--- config.mk ---
export PLATFORM = sky130hd
export DESIGN_NAME = char_lcd_nibble_write_sequencer_core
export DESIGN_NICKNAME = d
export VERILOG_FILES = /design/src/hw/rtl/lcdseq_pkg.sv /design/src/hw/rtl/char_lcd_nibble_write_sequencer_core.sv
export SDC_FILE = /design/constraint.sdc
export NUM_CORES = 1
export LEC_CHECK = 0
export BUFFER_PORTS_ARGS = -buffer_cell sky130_fd_sc_hd__buf_2
export CORE_ASPECT_RATIO = 1.75
export CORE_MARGIN = 2
export CORE_UTILIZATION = 49
export CTS_BUF_LIST = sky130_fd_sc_hd__clkbuf_4 sky130_fd_sc_hd__clkbuf_8
export DETAILED_ROUTE_END_ITERATION = 8
export PLACE_DENSITY = 0.72
export SYNTH_ARGS = -nofsm -noshare
export SYNTH_HDL_FRONTEND = slang
export SYNTH_SLANG_ARGS = --single-unit
--- constraint.sdc ---
create_clock -name clk -period 4.7 [get_ports clk]
set_input_delay 0.47 -clock clk [delete_from_list [all_inputs] [get_ports clk]]
set_output_delay 0.47 -clock clk [all_outputs]
set_load 0.1 [all_outputs]
--- src/hw/rtl/lcdseq_pkg.sv ---
package lcdseq_pkg;

  typedef enum logic [2:0] {
    CMD_WRITE_AT     = 3'd0,
    CMD_WRITE_CURSOR = 3'd1,
    CMD_CLEAR        = 3'd2,
    CMD_HOME         = 3'd3,
    CMD_INIT         = 3'd4
  } cmd_t;

  typedef enum logic [1:0] {
    REG_FUNCTION_SET = 2'd0,
    REG_SHIFT_SET    = 2'd1,
    REG_DISPLAY_SET  = 2'd2,
    REG_ENTRY_SET    = 2'd3
  } reg_idx_t;

  localparam logic [7:0] FUNCTION_SET_RST = 8'h28;
  localparam logic [7:0] SHIFT_SET_RST    = 8'h14;
  localparam logic [7:0] DISPLAY_SET_RST  = 8'h0C;
  localparam logic [7:0] ENTRY_SET_RST    = 8'h06;

  localparam int          EIGHT_BIT_POS  = 4;
  localparam logic [6:0]  LINE0_END      = 7'h0F;
  localparam logic [6:0]  LINE1_START    = 7'h40;
  localparam logic [6:0]  LINE1_END      = 7'h4F;
  localparam logic [7:0]  INSTR_CLEAR    = 8'h01;
  localparam logic [7:0]  INSTR_HOME     = 8'h02;

  typedef logic [5:0] uc_addr_t;

  // Entry points and byte groups of the microprogram
  localparam uc_addr_t UC_WRITE = 6'd0;
  localparam uc_addr_t UC_CHAR  = 6'd5;
  localparam uc_addr_t UC_CTRL  = 6'd10;
  localparam uc_addr_t UC_INIT  = 6'd15;
  localparam uc_addr_t UC_FUNC  = 6'd24;
  localparam uc_addr_t UC_SHIFT = 6'd29;
  localparam uc_addr_t UC_DISP  = 6'd34;
  localparam uc_addr_t UC_ENTRY = 6'd39;
  localparam uc_addr_t UC_CLEAR = 6'd44;
  localparam uc_addr_t UC_END   = 6'd49;
  localparam uc_addr_t UC_IDLE_OFS = 6'd4;

  typedef enum logic [1:0] {
    NIB_CONST,
    NIB_HIGH,
    NIB_LOW
  } nib_sel_t;

  typedef enum logic [2:0] {
    HOLD_30,
    HOLD_160,
    HOLD_5000,
    HOLD_40000,
    HOLD_80,
    HOLD_117,
    HOLD_2080
  } hold_sel_t;

  typedef enum logic [2:0] {
    BYTE_ADDR,
    BYTE_CHAR,
    BYTE_CMD,
    BYTE_FUNC,
    BYTE_SHIFT,
    BYTE_DISP,
    BYTE_ENTRY,
    BYTE_CLEAR
  } byte_sel_t;

  typedef enum logic [1:0] {
    SEQ_NEXT,
    SEQ_SKIP8,
    SEQ_END
  } seq_t;

  typedef struct packed {
    nib_sel_t  nib_sel;
    logic [3:0] nib;
    logic      rs;
    logic      en;
    hold_sel_t hold;
    byte_sel_t byte_sel;
    seq_t      seq;
    uc_addr_t  target;
  } uc_word_t;

  function automatic logic [15:0] hold_value(hold_sel_t h);
    logic [15:0] v;
    unique case (h)
      HOLD_30:    v = 16'd30;
      HOLD_160:   v = 16'd160;
      HOLD_5000:  v = 16'd5000;
      HOLD_40000: v = 16'd40000;
      HOLD_80:    v = 16'd80;
      HOLD_117:   v = 16'd117;
      HOLD_2080:  v = 16'd2080;
      default:    v = 16'd0;
    endcase
    return v;
  endfunction

  function automatic uc_word_t const_step(logic [3:0] nib, logic en, hold_sel_t hold);
    uc_word_t w;
    w.nib_sel  = NIB_CONST;
    w.nib      = nib;
    w.rs       = 1'b0;
    w.en       = en;
    w.hold     = hold;
    w.byte_sel = BYTE_CLEAR;
    w.seq      = SEQ_NEXT;
    w.target   = UC_WRITE;
    return w;
  endfunction

  // One byte: high nibble strobe, low nibble strobe (skipped in eight-bit mode), idle
  function automatic uc_word_t byte_step(logic [2:0] phase, byte_sel_t bsel, logic rs,
                                         hold_sel_t idle, logic fin, uc_addr_t base);
    uc_word_t w;
    w.nib_sel  = NIB_HIGH;
    w.nib      = 4'd0;
    w.rs       = rs;
    w.en       = 1'b1;
    w.hold     = HOLD_30;
    w.byte_sel = bsel;
    w.seq      = SEQ_NEXT;
    w.target   = base + UC_IDLE_OFS;
    unique case (phase)
      3'd0: begin
        w.nib_sel = NIB_HIGH;
        w.en      = 1'b1;
      end
      3'd1: begin
        w.nib_sel = NIB_HIGH;
        w.en      = 1'b0;
        w.seq     = SEQ_SKIP8;
      end
      3'd2: begin
        w.nib_sel = NIB_LOW;
        w.en      = 1'b1;
      end
      3'd3: begin
        w.nib_sel = NIB_LOW;
        w.en      = 1'b0;
      end
      default: begin
        w.nib_sel = NIB_CONST;
        w.en      = 1'b0;
        w.hold    = idle;
        w.seq     = fin ? SEQ_END : SEQ_NEXT;
      end
    endcase
    return w;
  endfunction

  function automatic uc_word_t uc_rom(uc_addr_t addr);
    uc_word_t w;
    uc_addr_t d;
    d = '0;
    priority if (addr < UC_CHAR) begin
      d = addr - UC_WRITE;
      w = byte_step(d[2:0], BYTE_ADDR, 1'b0, HOLD_117, 1'b0, UC_WRITE);
    end else if (addr < UC_CTRL) begin
      d = addr - UC_CHAR;
      w = byte_step(d[2:0], BYTE_CHAR, 1'b1, HOLD_117, 1'b1, UC_CHAR);
    end else if (addr < UC_INIT) begin
      d = addr - UC_CTRL;
      w = byte_step(d[2:0], BYTE_CMD, 1'b0, HOLD_2080, 1'b1, UC_CTRL);
    end else if (addr < UC_FUNC) begin
      d = addr - UC_INIT;
      unique case (d[3:0])
        4'd0:                w = const_step(4'd0, 1'b0, HOLD_40000);
        4'd1:                w = const_step(4'd3, 1'b0, HOLD_5000);
        4'd2, 4'd4, 4'd6:    w = const_step(4'd3, 1'b1, HOLD_30);
        4'd3, 4'd5, 4'd7:    w = const_step(4'd3, 1'b0, HOLD_160);
        default:             w = const_step(4'd2, 1'b1, HOLD_30);
      endcase
    end else if (addr < UC_SHIFT) begin
      d = addr - UC_FUNC;
      w = byte_step(d[2:0], BYTE_FUNC, 1'b0, HOLD_80, 1'b0, UC_FUNC);
    end else if (addr < UC_DISP) begin
      d = addr - UC_SHIFT;
      w = byte_step(d[2:0], BYTE_SHIFT, 1'b0, HOLD_80, 1'b0, UC_SHIFT);
    end else if (addr < UC_ENTRY) begin
      d = addr - UC_DISP;
      w = byte_step(d[2:0], BYTE_DISP, 1'b0, HOLD_80, 1'b0, UC_DISP);
    end else if (addr < UC_CLEAR) begin
      d = addr - UC_ENTRY;
      w = byte_step(d[2:0], BYTE_ENTRY, 1'b0, HOLD_80, 1'b0, UC_ENTRY);
    end else if (addr < UC_END) begin
      d = addr - UC_CLEAR;
      w = byte_step(d[2:0], BYTE_CLEAR, 1'b0, HOLD_2080, 1'b1, UC_CLEAR);
    end else begin
      // parked past the end of the program while idle
      w = const_step(4'd0, 1'b0, HOLD_80);
      w.seq = SEQ_END;
    end
    return w;
  endfunction

endpackage

--- src/hw/rtl/char_lcd_nibble_write_sequencer_core.sv ---
// A command transfer loads the microcode step counter and sets busy; the first segment
// is then registered onto out_*. One segment per cycle while out_tready does not stall
// the output; write commands give 10 segments (6 in eight-bit mode), clear/home 5 (3),
// init 34 (24). The next command is taken once the last segment of the previous one
// is registered. Unused command codes are taken and produce no segments.
// Synchronous active-low reset: idle, cursor 0, setting registers at defaults.
module char_lcd_nibble_write_sequencer_core (
  input  logic                   clk,
  input  logic                   rst_n,
  input  logic                   in_tvalid,
  output logic                   in_tready,
  input  logic [15:0]            in_tdata,   // address[6:0], char_code[14:7], 0
  input  logic [2:0]             in_tuser,   // command[2:0]
  output logic                   out_tvalid,
  input  logic                   out_tready,
  output logic [23:0]            out_tdata,  // data_nibble[3:0], reg_select[4],
                                             // read_write[5], enable[6], hold_us[22:7], 0
  output logic                   out_tlast,  // last
  input  logic                   cfg_valid,
  output logic                   cfg_ready,
  input  lcdseq_pkg::reg_idx_t   cfg_index,
  input  logic [7:0]             cfg_data
);
  import lcdseq_pkg::*;

  logic        busy_r;
  uc_addr_t    pc_r, pc_nxt;
  logic [6:0]  cursor_r, cursor_nxt;
  logic [6:0]  addr_r;
  logic [7:0]  char_r;
  logic        home_r;
  logic [7:0]  func_r, shift_r, disp_r, entry_r;
  logic        out_valid_r;
  logic [22:0] seg_r;
  logic        last_r;

  uc_word_t    uw;
  logic [7:0]  byte_val;
  logic [3:0]  nib_val;
  logic        eight_bit;
  logic        adv;
  logic        in_xfer;
  cmd_t        cmd_in;
  logic [6:0]  addr_in;
  logic [6:0]  loc;

  assign cfg_ready  = 1'b1;
  assign in_tready  = !busy_r;
  assign in_xfer    = in_tvalid && !busy_r;
  assign out_tvalid = out_valid_r;
  assign out_tdata  = {1'b0, seg_r};
  assign out_tlast  = last_r;
  assign cmd_in     = cmd_t'(in_tuser);
  assign addr_in    = in_tdata[6:0];
  assign eight_bit  = func_r[EIGHT_BIT_POS];
  assign adv        = busy_r && (!out_valid_r || out_tready);

  // Wrap the cursor from the end of line 0 to line 1, and past line 1 back to 0
  always_comb begin
    priority if (cursor_r > LINE0_END && cursor_r < LINE1_START) begin
      loc = LINE1_START;
    end else if (cursor_r > LINE1_END) begin
      loc = 7'd0;
    end else begin
      loc = cursor_r;
    end
  end

  always_comb begin
    cursor_nxt = cursor_r;
    if (in_xfer) begin
      unique case (cmd_in)
        CMD_WRITE_AT:     cursor_nxt = addr_in + 7'd1;
        CMD_WRITE_CURSOR: cursor_nxt = loc + 7'd1;
        CMD_CLEAR, CMD_HOME, CMD_INIT: cursor_nxt = 7'd0;
        default:          cursor_nxt = cursor_r;
      endcase
    end
  end

  always_comb begin
    uw = uc_rom(pc_r);
    unique case (uw.byte_sel)
      BYTE_ADDR:  byte_val = {1'b1, addr_r};
      BYTE_CHAR:  byte_val = char_r;
      BYTE_CMD:   byte_val = home_r ? INSTR_HOME : INSTR_CLEAR;
      BYTE_FUNC:  byte_val = func_r;
      BYTE_SHIFT: byte_val = shift_r;
      BYTE_DISP:  byte_val = disp_r;
      BYTE_ENTRY: byte_val = entry_r;
      default:    byte_val = INSTR_CLEAR;
    endcase
    unique case (uw.nib_sel)
      NIB_HIGH: nib_val = byte_val[7:4];
      NIB_LOW:  nib_val = byte_val[3:0];
      default:  nib_val = uw.nib;
    endcase
    // advance, or jump past the low nibble in eight-bit mode
    if (uw.seq == SEQ_SKIP8 && eight_bit) begin
      pc_nxt = uw.target;
    end else begin
      pc_nxt = pc_r + 6'd1;
    end
  end

  always_ff @(posedge clk) begin
    if (!rst_n) begin
      busy_r      <= 1'b0;
      pc_r        <= UC_WRITE;
      cursor_r    <= 7'd0;
      out_valid_r <= 1'b0;
      func_r      <= FUNCTION_SET_RST;
      shift_r     <= SHIFT_SET_RST;
      disp_r      <= DISPLAY_SET_RST;
      entry_r     <= ENTRY_SET_RST;
    end else begin
      if (cfg_valid) begin
        unique case (cfg_index)
          REG_FUNCTION_SET: func_r  <= cfg_data;
          REG_SHIFT_SET:    shift_r <= cfg_data;
          REG_DISPLAY_SET:  disp_r  <= cfg_data;
          default:          entry_r <= cfg_data;
        endcase
      end

      cursor_r <= cursor_nxt;

      if (out_valid_r && out_tready && !adv) begin
        out_valid_r <= 1'b0;
      end

      if (in_xfer) begin
        addr_r <= (cmd_in == CMD_WRITE_AT) ? addr_in : loc;
        char_r <= in_tdata[14:7];
        home_r <= (cmd_in == CMD_HOME);
        unique case (cmd_in)
          CMD_WRITE_AT, CMD_WRITE_CURSOR: begin
            busy_r <= 1'b1;
            pc_r   <= UC_WRITE;
          end
          CMD_CLEAR, CMD_HOME: begin
            busy_r <= 1'b1;
            pc_r   <= UC_CTRL;
          end
          CMD_INIT: begin
            busy_r <= 1'b1;
            pc_r   <= UC_INIT;
          end
          default: busy_r <= 1'b0;
        endcase
      end

      if (adv) begin
        out_valid_r <= 1'b1;
        last_r      <= (uw.seq == SEQ_END);
        seg_r       <= {hold_value(uw.hold), uw.en, 1'b0, uw.rs, nib_val};
        if (uw.seq == SEQ_END) begin
          busy_r <= 1'b0;
        end
        pc_r <= pc_nxt;
      end
    end
  end

endmodule

# == Yosys cells after proc, flatten, opt, wreduce, memory -nomap -nowiden ==
# Memory sizes are Yosys's and may differ from the RTL's.
# Cells that the tools add are included.
# word_totals
mem_bits_ro,40
output_inout_bits,28
memories,1
register_bits,86
# mem_list
name,words,word_bits,read_ports,rd_ports_with_merged_regs,write_ports,line,rtl
(no name shown),8,5,1,0,0,lcdseq_pkg.sv:172,unique case (d[3:0])
# classes
reduce_logical,74
n_addsub,11
muxes,60
eq_ne,46
magnitude_cmp,12
n_bitwise,1
# op_table
operator,count
2-to-1 mux 22 bit,10
one-hot mux 16 bit (7 select lines),1
== test 3 x 2 -> 1 bit (second input constant),22
one-hot mux 8 bit (7 select lines),1
OR reduction 2 bit,26
one-hot mux 2 bit (2 select lines),11
== test 3 x 1 -> 1 bit (second input constant),11
zero test 3 bit,11
OR reduction 4 bit,8
less-than comparator 6 bit (second input constant),4
2-to-1 mux 3 bit,8
== test 3 bit (second input constant),7
2-to-1 mux 7 bit,3
one-hot mux 7 bit (3 select lines),1
2-to-1 mux 1 bit,19
2-to-1 mux 6 bit,3
one-hot mux 6 bit (3 select lines),1
AND reduction 2 bit,8
OR reduction 3 bit,5
adder 7 x 1 -> 7 bit (second input constant),2
less-than comparator 6 x 4 -> 1 bit (second input constant),2
less-than comparator 6 x 5 -> 1 bit (second input constant),2
subtractor 3 bit (second input constant),4
one-hot mux 4 bit (2 select lines),1
20 further kinds,33

# == Logic depth before layout (Yosys ltp) ==
# logic_depth
ltp_word,17
mapped_depth,15
ltp_nobuf,14

# == Worst setup path before layout ==
# Ideal clock, no wire load.
# synth_path
path_type,reg-to-reg
startpoint,register pc_r[1]
endpoint,"register seg_r[0], data pin"
n_path_buf,2
arrival_time_ns,3.117
setup_slack_ns,1.448
stages_incl_launch_ff,16
required_ns,4.566
path_cell_list,dfxtp_1 buf_2 inv_1 ha_1 buf_4 or3b_1 o32a_2 o22a_1 o211ai_2 a22oi_1 a221o_1 ha_1 nor2_1 nand2_1 a31o_2 nand3_1
# synth_between
elab_chain_cells,15
word_cells_on_any_way,95
classes_between,add/sub: 8; order compare: 9; eq/ne: 32; mux: 20; reduce/logical: 25; memory: 1
# synth_rtl
element,line,rtl
"start, declared",char_lcd_nibble_write_sequencer_core.sv:27,"uc_addr_t pc_r, pc_nxt;"
"start signal, assigned",char_lcd_nibble_write_sequencer_core.sv:160,pc_r <= pc_nxt;
subtractor 3 bit,lcdseq_pkg.sv:192,d = addr - UC_CLEAR;
"== test 3 x 2 -> 1 bit, or another cell as far along",lcdseq_pkg.sv:129,unique case (phase)
OR reduction 2 bit (no line),-,
one-hot mux 2 bit (2 select lines),lcdseq_pkg.sv:129,
2-to-1 mux 22 bit,lcdseq_pkg.sv:191,end else if (addr < UC_END) begin
2-to-1 mux 22 bit,lcdseq_pkg.sv:188,end else if (addr < UC_CLEAR) begin
2-to-1 mux 22 bit,lcdseq_pkg.sv:185,end else if (addr < UC_ENTRY) begin
2-to-1 mux 22 bit,lcdseq_pkg.sv:182,end else if (addr < UC_DISP) begin
2-to-1 mux 22 bit,lcdseq_pkg.sv:179,end else if (addr < UC_SHIFT) begin
2-to-1 mux 22 bit,lcdseq_pkg.sv:170,end else if (addr < UC_FUNC) begin
2-to-1 mux 22 bit,lcdseq_pkg.sv:167,end else if (addr < UC_INIT) begin
2-to-1 mux 22 bit,lcdseq_pkg.sv:164,end else if (addr < UC_CTRL) begin
2-to-1 mux 22 bit *,lcdseq_pkg.sv:161,priority if (addr < UC_CHAR) begin
== test 2 bit / == test 2 x 1 -> 1 bit (equally long branches),char_lcd_nibble_write_sequencer_core.sv:93,unique case (uw.nib_sel)
one-hot mux 4 bit (2 select lines) *,char_lcd_nibble_write_sequencer_core.sv:93,
named net nib_val[0],char_lcd_nibble_write_sequencer_core.sv:39,logic [3:0] nib_val;
"end signal, assigned",char_lcd_nibble_write_sequencer_core.sv:156,"seg_r <= {hold_value(uw.hold), uw.en, 1'b0, uw.rs, nib_val};"
"end, declared",char_lcd_nibble_write_sequencer_core.sv:34,logic [22:0] seg_r;
# The timed path passes the listed nets; every way through them passes the cells marked *.
# A chain may end at the register's enable or synchronous reset.

# == Worst setup path in the final report ==
# Ends and elaborated chain as after synthesis.

==> run metrics <==
CP bufs+invs 1; Final HPWL DP between 10 and 15 mm; vias per cell a little over 6; number of diodes 0; Via Count between 4000 and 5000; ys flop type dfxtp_1; register area ~2000 sq um; XOR/XNOR Fraction of Synth Area between 1.5 and 2%; Crit Path Category reg -> reg; DRT iter0 DRCs about 470; post-synth cell types between 80 and 90; clk_skew approximately 0.010 ns; core area between 9000 and 10000 sq um; r2r endpoint seg_r[0]; WP depth 13; final period utilization about four fifths; post-route insts no fill 746; Simple-Gate Fraction of Synth Area approximately 24%; Post-Synth Adder-Cell Area ~4%; hold_ws around 0.28 ns; maximum VDD drop roughly 0.00034 V; Final Slew Violations 0; multi-input combinational cell area between 2000 and 3000 sq um; cells resized by post-CTS repair 0; DR WL/cell approximately 20 um; clock sink count approximately 80; largest net degree at the start of global routing 32; gr usage total between 20 and 30%; Worst Path Arrival around 4.0 ns; CTS tree yes; Final Total Pwr roughly 1.9 mW; Cells after DPL 730; status completed; critical path's largest stage delay 0.47 ns; Post-Syn Area 5030 sq um; # setup viols final 0; MaxCap Viol Count 0; total CTS buffers 9; Post CTS Setup Buffer Count 0; Die Area 11100 sq um; CP delay by family, top compound AO/OA/AOI/OAI gates; Synth top cells by count nand2_1 (95), dfxtp_1 (47), nor2_1 (46); CP endpoint seg_r[0]; Clock Path Buffers 2; Initial Util 50.7%; Least-Margin Pin Slew 0.987 ns; worst hold path class in -> reg; CP required between 4 and 5 ns; Synth Area in Compound Gates around 22%; Synth top area share a little over a fifth; crit path time final ~3.8 ns; fin nets between 600 and 700; port bufs 55; CTS Hold Bufs 0; FP Rows 48; grt ovf 0; most common cell in the netlist nand2_1; share of cells above drive strength 1 17.6%; RSZ-0062 raised after global routing false; Die Span X ~81 um; start point of the critical path pc_r[1]; vias in the first global route approximately 4400; Root Buffer clkbuf_8; initial antenna violation count 0; CP max FO 13; clk_lat worst skew between 0.3 and 0.4 ns; most frequent CP cell ha_1; Hold Vio Cnt, Final 0; Reg2Reg Setup Slack approximately 0.88 ns; Post-synth EDFFs 35; LEAKAGE 2.13 nW; dominant cell type by area after synthesis edfxtp_1; FILL cells about 930; Avg Synthesized Cell Area slightly below 9 sq um; power density cells 343 nW/um^2; fmax 262 MHz; H-tree Lvls 3; area growth from synthesis to layout 9.83%; Slew HR roughly a third; GP Congestion 0.999; Synth area leaders edfxtp_1 (21%), dfxtp_1 (19%), nand2_1 (7.1%); DRT Wirelength roughly 15 mm; CTS clk-pin slew, worst paths 0.09 ns; Post-DRT Antenna Nets 0; crit-path cells inv_1 > ha_1 > or3b_1 > o32a_2 > o22a_1 > o211ai_2 > a22oi_1 > a221o_1 > ha_1 > nor2_1 > nand2_1 > a31o_2 > nand3_1; mux share of post-synthesis cell area 2.39%; CP Capture Type flop; asr flop ratio synth 0%; main combinational cell family by area after synthesis simple AND/OR/NAND/NOR gates; Ys Warns 0; first-pass GRT wire length between 20 and 25 mm; CP max stage cell ha_1; Synth Register Bits between 80 and 90; die height around 140 um; CP Launch Type flop; DRC 0; Pre-Repair DR Iteration Count 5; TNS Setup 0 ns; Post-Synthesis Cells between 500 and 600; Seq/Total Area, Yosys around two fifths; Ports 62; r2r startpoint pc_r[1]; Reg2Reg Depth 13
-- worst min-delay path by stage --
stage                 startpoint    endpoint  slack, ns  cells past startpoint
global route        in_tdata[12]   char_r[5]       0.26                      1
floorplan              disp_r[1]   disp_r[1]       0.43                      2
CTS                  in_tdata[9]   char_r[2]       0.26                      1
detailed placement    shift_r[3]  shift_r[3]       0.45                      2
global placement      shift_r[1]  shift_r[1]       0.44                      2
finish               in_tdata[9]   char_r[2]       0.28                      1
-- layout by cell type (no fill, tap or decap), types with 3 or more instances in the layout --
cell type / Yosys / layout
a21oi_1: 41 / 41
clkbuf_8: 0 / 10
dfxtp_1: 47 / 47
o21bai_1: 4 / 4
a21boi_0: 3 / 3
nor2_1: 46 / 45
a222oi_1: 6 / 6
o221ai_1: 6 / 6
xnor2_1: 7 / 7
nor3_1: 7 / 7
conb_1: 2 / 5
a31oi_1: 6 / 6
ha_1: 16 / 16
o2111ai_1: 3 / 3
edfxtp_1: 35 / 35
buf_2: 14 / 55
o21ai_1: 3 / 3
xor2_1: 3 / 3
a22oi_1: 13 / 13
o21ai_0: 25 / 25
nor2b_1: 7 / 7
buf_4: 8 / 13
nand4_1: 11 / 11
inv_1: 10 / 10
nand2b_1: 7 / 7
nand2_1: 95 / 95
mux2i_1: 12 / 12
and3b_1: 3 / 3
nand3_1: 19 / 19
a221oi_1: 5 / 5
and3_1: 10 / 10
and2_1: 8 / 8
o211ai_1: 5 / 5
nor3b_1: 6 / 6
a21o_1: 4 / 4
-- worst reg2reg max path: stages (launching register included) --
cell and delay [ns]:
dfxtp_1 0.46, inv_1 0.20, ha_1 0.47, or3b_1 0.42, o32a_2 0.28, o22a_1 0.26
o211ai_2 0.14, a22oi_1 0.12, a221o_1 0.33, ha_1 0.32, nor2_1 0.23, nand2_1 0.11
a31o_2 0.22, nand3_1 0.10
-- per-layer routing --
metal	vias up	GRT usage (%)	part of all wire, %
li1	2189	-	-
met1	2121	29.0	35
met2	218	48.1	52
met3	76	4.62	5.3
met4	0	20.3	7.5
met5	-	0	0
-- cell type report --
class	instances	share of cell area [%]
Multi-Input combinational cell	443	50.1
Clock inverter	6	0.884
Inverter	12	0.816
Sequential cell	82	36.1
Tap cell	125	2.83
Clock buffer	10	2.49
Timing Repair Buffer	68	6.75
-- cell families after synthesis --
kind of cell    after synthesis
simple gates                242
compound gates              158
buf+inv                      54
fa+ha+maj                    16
mux                          12
other cells                   2
xor+xnor                     10
flops                        82
-- metrics by stage --
step	instance area, sq um	setup slack [ns]	util, %
after floorplan	5040	1.45	-
after global placement	5340	0.938	53.8
after detailed placement	5340	0.940	53.8
after CTS	5520	0.922	55.7
after global routing	5520	0.631	55.7
final	5520	0.883	55.7
-- power breakdown --
| group | switching, mW | internal, mW | leakage [nW] |
|---|---|---|---|
| logic | 0.408 | 0.181 | 1.33 |
| clock network | 0.273 | 0.213 | 0.0991 |
| registers | 0.0275 | 0.791 | 0.702 |
-- flip-flops by register name, summed over array words and instances, names as in the netlist --
signal      flops
shift_r         8
seg_r          18
out_tlast       1
cursor_r        7
home_r          1
busy_r          1
disp_r          8
char_r          8
addr_r          7
entry_r         8
func_r          8
pc_r            6
out_tvalid      1
Power figures use the tool's default switching activity.
